--- config.mk ---
export PLATFORM = sky130hd
export DESIGN_NAME = atx_power_on_sequencer_top
export DESIGN_NICKNAME = d
export VERILOG_FILES = /design/src/design/atxpos_pkg.sv /design/src/design/atxpos_cfg.sv /design/src/design/atxpos_core.sv /design/src/design/atx_power_on_sequencer_top.sv
export SDC_FILE = /design/constraint.sdc
export NUM_CORES = 1
export LEC_CHECK = 0
export ABC_AREA = 1
export BUFFER_PORTS_ARGS = -buffer_cell sky130_fd_sc_hd__buf_2
export CAP_MARGIN = 20
export CORE_MARGIN = 2
export CORE_UTILIZATION = 55
export DETAILED_ROUTE_END_ITERATION = 16
export GPL_TIMING_DRIVEN = 0
export PLACE_DENSITY = 0.71
export SLEW_MARGIN = 25
export SYNTH_ARGS = -nofsm -noshare
export SYNTH_HDL_FRONTEND = slang
export SYNTH_HIERARCHICAL = 1
export SYNTH_SLANG_ARGS = --single-unit
--- constraint.sdc ---
create_clock -name clk -period 4.15 [get_ports clk]
set_input_delay 0.415 -clock clk [delete_from_list [all_inputs] [get_ports clk]]
set_output_delay 0.415 -clock clk [all_outputs]
set_load 0.005 [all_outputs]
--- src/design/atxpos_pkg.sv ---
// ----------------------------------------------------------------------------
// atxpos_pkg
// Shared types and constants for the ATX power-on sequencer.
// ----------------------------------------------------------------------------
package atxpos_pkg;

  // Elapsed-time counter width
  localparam int TIMER_WIDTH_DEF = 16;

  localparam int LIMIT_WIDTH = 16;
  localparam int CFG_DATA_WIDTH = 16;
  localparam int CFG_INDEX_WIDTH = 3;

  // Register indexes
  localparam logic [CFG_INDEX_WIDTH-1:0] REG_GOOD_TIMEOUT = 3'd0;
  localparam logic [CFG_INDEX_WIDTH-1:0] REG_OFF_CONFIRM  = 3'd1;
  localparam logic [CFG_INDEX_WIDTH-1:0] REG_SETTLE       = 3'd2;
  localparam logic [CFG_INDEX_WIDTH-1:0] REG_RETRY_OFF    = 3'd3;
  localparam logic [CFG_INDEX_WIDTH-1:0] REG_RETRY_ENABLE = 3'd4;

  // Register reset values
  localparam logic [LIMIT_WIDTH-1:0] GOOD_TIMEOUT_DEF = 16'd1000;
  localparam logic [LIMIT_WIDTH-1:0] OFF_CONFIRM_DEF  = 16'd2000;
  localparam logic [LIMIT_WIDTH-1:0] SETTLE_DEF       = 16'd100;
  localparam logic [LIMIT_WIDTH-1:0] RETRY_PAUSE_MS   = 16'd200;
  localparam logic                   RETRY_ENABLE_DEF = 1'b1;

  // Command codes
  localparam logic [1:0] CMD_TICK = 2'd0;
  localparam logic [1:0] CMD_ON   = 2'd1;
  localparam logic [1:0] CMD_OFF  = 2'd2;

  typedef enum logic [2:0] {
    PH_OFF    = 3'd0,
    PH_CLEAR  = 3'd1,
    PH_WAIT   = 3'd2,
    PH_PAUSE  = 3'd3,
    PH_SETTLE = 3'd4,
    PH_ON     = 3'd5,
    PH_FAIL   = 3'd6
  } phase_t;

  typedef struct packed {
    logic [1:0] cmd;
    logic       pwr_ok;
  } req_t;

  typedef struct packed {
    logic       ps_on_drive;
    logic [2:0] phase;
    logic       done_res;
    logic       success;
  } rsp_t;

  typedef struct packed {
    logic [LIMIT_WIDTH-1:0] good_timeout_ms;
    logic [LIMIT_WIDTH-1:0] off_confirm_ms;
    logic [LIMIT_WIDTH-1:0] settle_ms;
    logic [LIMIT_WIDTH-1:0] retry_off_ms;
    logic                   retry_enable;
  } cfg_t;

endpackage

--- src/design/atxpos_cfg.sv ---
// ----------------------------------------------------------------------------
// atxpos_cfg
// Configuration register file, write-only.
// ----------------------------------------------------------------------------
module atxpos_cfg import atxpos_pkg::*; (
  input  logic                       clk,
  input  logic                       rst,
  input  logic                       cfg_we,
  input  logic [CFG_INDEX_WIDTH-1:0] cfg_index,
  input  logic [CFG_DATA_WIDTH-1:0]  cfg_data,
  output cfg_t                       cfg
);

  always_ff @(posedge clk) begin
    if (rst) begin
      cfg.good_timeout_ms <= GOOD_TIMEOUT_DEF;
      cfg.off_confirm_ms  <= OFF_CONFIRM_DEF;
      cfg.settle_ms       <= SETTLE_DEF;
      cfg.retry_off_ms    <= RETRY_PAUSE_MS;
      cfg.retry_enable    <= RETRY_ENABLE_DEF;
    end else if (cfg_we) begin
      unique case (cfg_index)
        REG_GOOD_TIMEOUT: cfg.good_timeout_ms <= cfg_data[LIMIT_WIDTH-1:0];
        REG_OFF_CONFIRM:  cfg.off_confirm_ms  <= cfg_data[LIMIT_WIDTH-1:0];
        REG_SETTLE:       cfg.settle_ms       <= cfg_data[LIMIT_WIDTH-1:0];
        REG_RETRY_OFF:    cfg.retry_off_ms    <= cfg_data[LIMIT_WIDTH-1:0];
        REG_RETRY_ENABLE: cfg.retry_enable    <= cfg_data[0];
        default: ;
      endcase
    end
  end

endmodule

--- src/design/atxpos_core.sv ---
// ----------------------------------------------------------------------------
// atxpos_core
// Sequencer state and single-pass next-state/result logic.
// ----------------------------------------------------------------------------
module atxpos_core import atxpos_pkg::*; #(
  parameter int TIMER_WIDTH = TIMER_WIDTH_DEF
) (
  input  logic clk,
  input  logic rst,
  input  logic take,
  input  req_t req,
  input  cfg_t cfg,
  output rsp_t result
);

  // compare width covers both the counter and the 16-bit limits
  localparam int CW = (TIMER_WIDTH > LIMIT_WIDTH) ? TIMER_WIDTH : LIMIT_WIDTH;
  localparam logic [TIMER_WIDTH-1:0] TMAX = {TIMER_WIDTH{1'b1}};

  phase_t                 phase_reg, phase_next;
  logic [TIMER_WIDTH-1:0] elapsed_ms, elapsed_next;
  logic                   retried, retried_next;
  logic                   ps_on_reg, ps_on_next;
  logic                   done, ok, busy;

  logic [LIMIT_WIDTH-1:0] wait_lim, delay_lim;
  logic [TIMER_WIDTH-1:0] el_inc, el_sat;
  logic                   el_max, wait_exp, delay_end;

  assign busy = (phase_reg == PH_CLEAR) || (phase_reg == PH_WAIT) ||
                (phase_reg == PH_PAUSE) || (phase_reg == PH_SETTLE);

  assign wait_lim  = (phase_reg == PH_CLEAR) ? cfg.off_confirm_ms : cfg.good_timeout_ms;
  assign delay_lim = (phase_reg == PH_PAUSE) ? cfg.retry_off_ms : cfg.settle_ms;

  assign el_max    = (elapsed_ms == TMAX);
  assign el_inc    = elapsed_ms + TIMER_WIDTH'(1);
  assign el_sat    = el_max ? elapsed_ms : el_inc;
  // saturated count expires every limit
  assign wait_exp  = (CW'(elapsed_ms) >= CW'(wait_lim)) || el_max;
  assign delay_end = (CW'(el_sat) >= CW'(delay_lim)) || (el_sat == TMAX);

  always_comb begin
    phase_next   = phase_reg;
    elapsed_next = elapsed_ms;
    retried_next = retried;
    ps_on_next   = ps_on_reg;
    done         = 1'b0;
    ok           = 1'b0;
    unique case (req.cmd)
      CMD_OFF: begin
        done         = busy;
        phase_next   = PH_OFF;
        ps_on_next   = 1'b0;
        elapsed_next = '0;
        retried_next = 1'b0;
      end
      CMD_ON: begin
        if (!busy) begin
          retried_next = 1'b0;
          elapsed_next = '0;
          if (req.pwr_ok) begin
            phase_next = PH_CLEAR;
            ps_on_next = 1'b0;
          end else begin
            phase_next = PH_WAIT;
            ps_on_next = 1'b1;
          end
        end
      end
      CMD_TICK: begin
        unique case (phase_reg)
          PH_CLEAR: begin
            if (!req.pwr_ok || wait_exp) begin
              phase_next   = PH_WAIT;
              ps_on_next   = 1'b1;
              elapsed_next = '0;
            end else begin
              elapsed_next = el_inc;
            end
          end
          PH_WAIT: begin
            if (req.pwr_ok) begin
              phase_next   = PH_SETTLE;
              ps_on_next   = 1'b1;
              elapsed_next = '0;
            end else if (wait_exp) begin
              elapsed_next = '0;
              if (cfg.retry_enable && !retried) begin
                retried_next = 1'b1;
                phase_next   = PH_PAUSE;
                ps_on_next   = 1'b0;
              end else begin
                phase_next = PH_FAIL;
                ps_on_next = 1'b1;
                done       = 1'b1;
              end
            end else begin
              elapsed_next = el_inc;
            end
          end
          PH_PAUSE: begin
            if (delay_end) begin
              phase_next   = PH_WAIT;
              ps_on_next   = 1'b1;
              elapsed_next = '0;
            end else begin
              elapsed_next = el_sat;
            end
          end
          PH_SETTLE: begin
            // power good is not watched while settling
            if (delay_end) begin
              phase_next   = PH_ON;
              ps_on_next   = 1'b1;
              elapsed_next = '0;
              done         = 1'b1;
              ok           = 1'b1;
            end else begin
              elapsed_next = el_sat;
            end
          end
          default: ;
        endcase
      end
      default: ;
    endcase
  end

  always_ff @(posedge clk) begin
    if (rst) begin
      phase_reg  <= PH_OFF;
      elapsed_ms <= '0;
      retried    <= 1'b0;
      ps_on_reg  <= 1'b0;
    end else if (take) begin
      phase_reg  <= phase_next;
      elapsed_ms <= elapsed_next;
      retried    <= retried_next;
      ps_on_reg  <= ps_on_next;
    end
  end

  assign result.ps_on_drive = ps_on_next;
  assign result.phase       = phase_next;
  assign result.done_res    = done;
  assign result.success     = ok;

`ifndef SYNTHESIS
  a_ok_lands_on: assert property (@(posedge clk) disable iff (rst)
    take && result.success |=> phase_reg == PH_ON)
    else $error("success reported without reaching on phase");

  a_drive_matches_phase: assert property (@(posedge clk) disable iff (rst)
    ps_on_reg == ((phase_reg == PH_WAIT) || (phase_reg == PH_SETTLE) ||
                  (phase_reg == PH_ON) || (phase_reg == PH_FAIL)))
    else $error("PS_ON drive inconsistent with phase");

  a_pause_after_retry: assert property (@(posedge clk) disable iff (rst)
    phase_reg == PH_PAUSE |-> retried)
    else $error("retry pause without retry mark");
`endif

endmodule

--- src/design/atx_power_on_sequencer_top.sv ---
// Accepted results are registered in the output register, or in the skid while it is stalled.
// One item per cycle while req_stall is low; the state update is a single combinational pass.
// A two-entry output buffer (output register plus skid) keeps input accepting one more item
// past an output stall; stall rises only when the skid entry holds an item.
// Reset (rst, synchronous): phase off, PS_ON released, counters clear, registers to defaults.
// ----------------------------------------------------------------------------
// atx_power_on_sequencer_top
// ATX power-on sequencer: config registers, sequencer core, output buffer.
// ----------------------------------------------------------------------------
module atx_power_on_sequencer_top import atxpos_pkg::*; #(
  parameter int TIMER_WIDTH = TIMER_WIDTH_DEF
) (
  input  logic                       clk,
  input  logic                       rst,
  input  logic                       cfg_we,
  input  logic [CFG_INDEX_WIDTH-1:0] cfg_index,
  input  logic [CFG_DATA_WIDTH-1:0]  cfg_data,
  input  logic                       req_valid,
  output logic                       req_stall,
  input  req_t                       req,
  output logic                       rsp_valid,
  input  logic                       rsp_stall,
  output rsp_t                       rsp
);

  cfg_t cfg;
  rsp_t result;
  rsp_t out_data, skid_data;
  logic out_v, skid_v;
  logic take, pop;

  assign req_stall = skid_v;
  assign take      = req_valid && !skid_v;
  assign pop       = out_v && !rsp_stall;
  assign rsp_valid = out_v;
  assign rsp       = out_data;

  atxpos_cfg u_cfg (
    .clk       (clk),
    .rst       (rst),
    .cfg_we    (cfg_we),
    .cfg_index (cfg_index),
    .cfg_data  (cfg_data),
    .cfg       (cfg)
  );

  atxpos_core #(
    .TIMER_WIDTH (TIMER_WIDTH)
  ) u_core (
    .clk    (clk),
    .rst    (rst),
    .take   (take),
    .req    (req),
    .cfg    (cfg),
    .result (result)
  );

  always_ff @(posedge clk) begin
    if (rst) begin
      out_v  <= 1'b0;
      skid_v <= 1'b0;
    end else begin
      if (take) begin
        if (!out_v || pop) begin
          out_v <= 1'b1;
        end else begin
          skid_v <= 1'b1;
        end
      end else if (pop) begin
        if (skid_v) begin
          skid_v <= 1'b0;
        end else begin
          out_v <= 1'b0;
        end
      end
    end
  end

  always_ff @(posedge clk) begin
    if (take) begin
      if (!out_v || pop) begin
        out_data <= result;
      end else begin
        skid_data <= result;
      end
    end else if (pop && skid_v) begin
      out_data <= skid_data;
    end
  end

`ifndef SYNTHESIS
  a_skid_behind_out: assert property (@(posedge clk) disable iff (rst)
    skid_v |-> out_v)
    else $error("skid entry held with empty output register");

  a_skid_only_on_stall: assert property (@(posedge clk) disable iff (rst)
    !skid_v ##1 skid_v |-> $past(rsp_stall) && $past(take))
    else $error("skid filled without a stalled output");

  a_out_fills_on_take: assert property (@(posedge clk) disable iff (rst)
    take |=> out_v)
    else $error("accepted item did not reach output buffer");
`endif

endmodule

==> flow_metrics.tcl <==
set metrics [dict create \
    status "finished clean" \
    syn_inst 939 \
    timing.fmax_mhz 261 \
    ys_seq_area_share_pct 33.2 \
    viasPerCell 5.46 \
    synth_fp_nets 999 \
    fin_util_pct 62.4 \
    num_io_pins 35 \
    worstPathArrival_ns 3.95 \
    diodes 0 \
    drc 0 \
    track_usage_pct 29.0 \
    gp_congestion 0.969 \
    core-area_um2 11400 \
    maxCapViolCount 0 \
    fin_skew_ns 0.0131 \
    cp_slowest_stage_delay_ns 0.40 \
    synth_seq_cells 100 \
    setup.worst_path.end_class "flip-flop" \
    via_count 6216 \
    final_cell_mix "nand2_1, nor2_1, nand3_1" \
    area_growth_pct 11.2 \
    multi_input_comb_area_um2 3750 \
    grt_pass1_wl_um 28700 \
    final_common_cell "nand2_1" \
    die_height_um 112 \
    drtIter0Drc 427 \
    worst_ep_required_time_ns 4.27 \
    fill_cells 1138 \
    ys.warnings.count 6 \
    insertion_delay_ns 0.36 \
    cts_tree "built" \
    power_density_nw_per_um2 317 \
    regMostFlops "u_cfg/cfg" \
    numPortBuffers 34 \
    ant_nets 0 \
    crit_slowest_cell "dfxtp_1" \
    crit_top_cell "nand2_1" \
    cts_buffers 9 \
    path_class "reg -> reg" \
    antenna_found_initial 0 \
    place_area_um2 6730 \
    timing.final.setup_violations 0 \
    nets 1050 \
    hold_viol_final 0 \
    rsz0062_at_grt "no" \
    p_leak_uw 0.00327 \
    largest_registers "u_cfg/cfg (65), u_core/elapsed_ms (16)" \
    path_clk_slew_ns 0.07 \
    die-area_um2 12500 \
    grt_pass1_vias 5653 \
    drive_above_1_share_pct 13.5 \
    cts_root_buf "clkbuf_16" \
    row_count 39 \
    final-seq-area_um2 2120 \
    drv_slew 0 \
    wl_um 17700 \
    path_max_fanout 10 \
    syn_area_per_cell_um2 6.80 \
    ir_drop_uv 442 \
    htree_num_levels 3 \
    wire_per_inst_um 15.6 \
    gr-total-overflow 0 \
    fin_crit_sh_pct 92.3 \
    synth_area_um2 6380 \
    grt_max_degree 18 \
    cts_sinks 100 \
    drtPass1Iterations 5 \
    largest_reg_flops 65 \
    slew_headroom_pct 62.0 \
    clk_path_buf_depth 2 \
    period_needed_ns 3.83 \
    worst_slew_pin_slew_ns 0.570 \
    die_w_um 112 \
    design_area_um2 7100 \
    cp-start-kind "flip-flop" \
    start_util_pct 56.1 \
    hp-class "in -> reg" \
    crit_chain "inv_2 > nor2_1 > inv_1 > nor2_4 > buf_4 > mux2i_2 > ha_1 > a21oi_1 > o21ai_0 > a21oi_1 > nand4_2 > inv_1 > nand2_2 > a21oi_1 > nand2_1 > nand2_1 > nand2_1 > nand2_1 > nand2_1 > buf_4 > nand2_1 > nand2_1" \
    dp_hpwl_um 13400 \
    ys_types 40 \
]
-- power by group --
group | switching [µW] | total (µW) | internal (µW) | leakage (µW)
Sequential | 19.2 | 1030 | 1010 | 0.000831
Combinational | 230 | 349 | 118 | 0.00230
Clock | 399 | 866 | 467 | 0.000145
Total | 648 | 2250 | 1600 | 0.00327
-- cell usage after synthesis --
cell | instances | area share (%)
nand2_1 | 265 | 16
nor2_1 | 129 | 7.6
edfxtp_1 | 12 | 5.6
nor4_1 | 2 | 0.20
mux2i_1 | 30 | 4.7
nand4_4 | 1 | 0.33
o21ai_1 | 11 | 0.86
nor2_2 | 8 | 0.78
buf_6 | 5 | 0.88
a21oi_1 | 45 | 3.5
clkbuf_1 | 6 | 0.35
a21o_1 | 1 | 0.12
buf_4 | 8 | 0.94
o21ai_0 | 35 | 2.7
mux2_2 | 1 | 0.18
a21oi_2 | 1 | 0.14
o21ai_2 | 1 | 0.14
nand3_2 | 3 | 0.47
and2_0 | 1 | 0.098
nand3b_1 | 2 | 0.24
buf_2 | 14 | 1.1
a31oi_1 | 2 | 0.20
inv_2 | 7 | 0.41
nand4_1 | 5 | 0.49
o221a_2 | 1 | 0.18
nand4_2 | 1 | 0.20
nand2_2 | 7 | 0.69
o21bai_1 | 2 | 0.24
o31ai_1 | 1 | 0.12
inv_1 | 77 | 4.5
nor3_1 | 5 | 0.39
nor2_4 | 12 | 2.1
xor2_1 | 3 | 0.41
or2_2 | 1 | 0.098
nand3_1 | 107 | 8.4
a211oi_1 | 1 | 0.12
nand2_4 | 3 | 0.53
o211ai_1 | 2 | 0.24
ha_1 | 33 | 6.5
dfxtp_1 | 88 | 28
-- path summary, 6_finish.rpt --
path,slack [ns],to,cells after the start,startpoint
setup / recovery,0.32,rsp[5]$_DFFE_PP_,22,u_core/phase_reg[0]$_SDFFE_PP0P_
hold / removal,0.27,u_cfg/cfg[43]$_SDFFE_PP1P_,3,cfg_data[10]
setup reg to reg,0.32,rsp[5]$_DFFE_PP_,22,u_core/phase_reg[0]$_SDFFE_PP0P_
hold reg to reg,0.46,u_cfg/cfg[7]$_SDFFE_PP1P_,2,u_cfg/cfg[7]$_SDFFE_PP1P_
-- routing by layer --
metal  vias to the layer above  wire length (µm)  global-route usage (%)
met5                         -                 0                       0
met4                         0               488                    9.79
met3                        34              1360                    7.29
met2                       230              8280                    48.0
met1                      2790              7570                    37.0
li1                       3162                 -                       -
-- logic make-up after synthesis --
logic type	Yosys count	synth area share [%]
mux	31	4.88
fa+ha+maj	33	6.47
flops	100	33.2
buf+inv	117	8.21
compound gates	103	8.60
simple gates	552	38.2
xor+xnor	3	0.412
-- through the flow --
stage,setup TNS (ns),std cells,setup slack [ns],power (µW),hold slack (ns)
after floorplan,0,939,0.630,1290,0.429
after global placement,-7.43,1116,-0.500,1390,0.443
after detailed placement,-6.71,1116,-0.453,1390,0.446
after CTS,0,1132,0.0240,2240,0.270
after global routing,0,1138,0.00863,2340,0.277
final,0,1138,0.319,2250,0.271
-- repair_timing --
action                                  CTS  global route
gates resized for setup                   2             7
buffers inserted                          0             6
hold buffers                              0             0
pin swaps                                 0             1
endpoints found under the setup margin   26            26
-- critical path: cells and delay by family (launching register included) --
family | cells | cell delay [ns]
AO/OA/AOI/OAI | 4 | 0.57
adder cells (fa/ha/maj) | 1 | 0.29
buffers and inverters | 5 | 0.81
flip-flops | 1 | 0.40
multiplexers | 1 | 0.30
AND/OR/NAND/NOR | 11 | 1.19
-- cell type report --
cell class                 count  share of cell area [%]
multi-input combinational    722                    52.9
sequential                   100                    29.9
inverter                      84                    4.44
clock buffer                  12                    3.77
timing repair buffer          40                    3.03
buffer                        33                    3.00
tap                          143                    2.52
clock inverter                 4                   0.476
No activity file was read; power rests on OpenSTA's default activity.
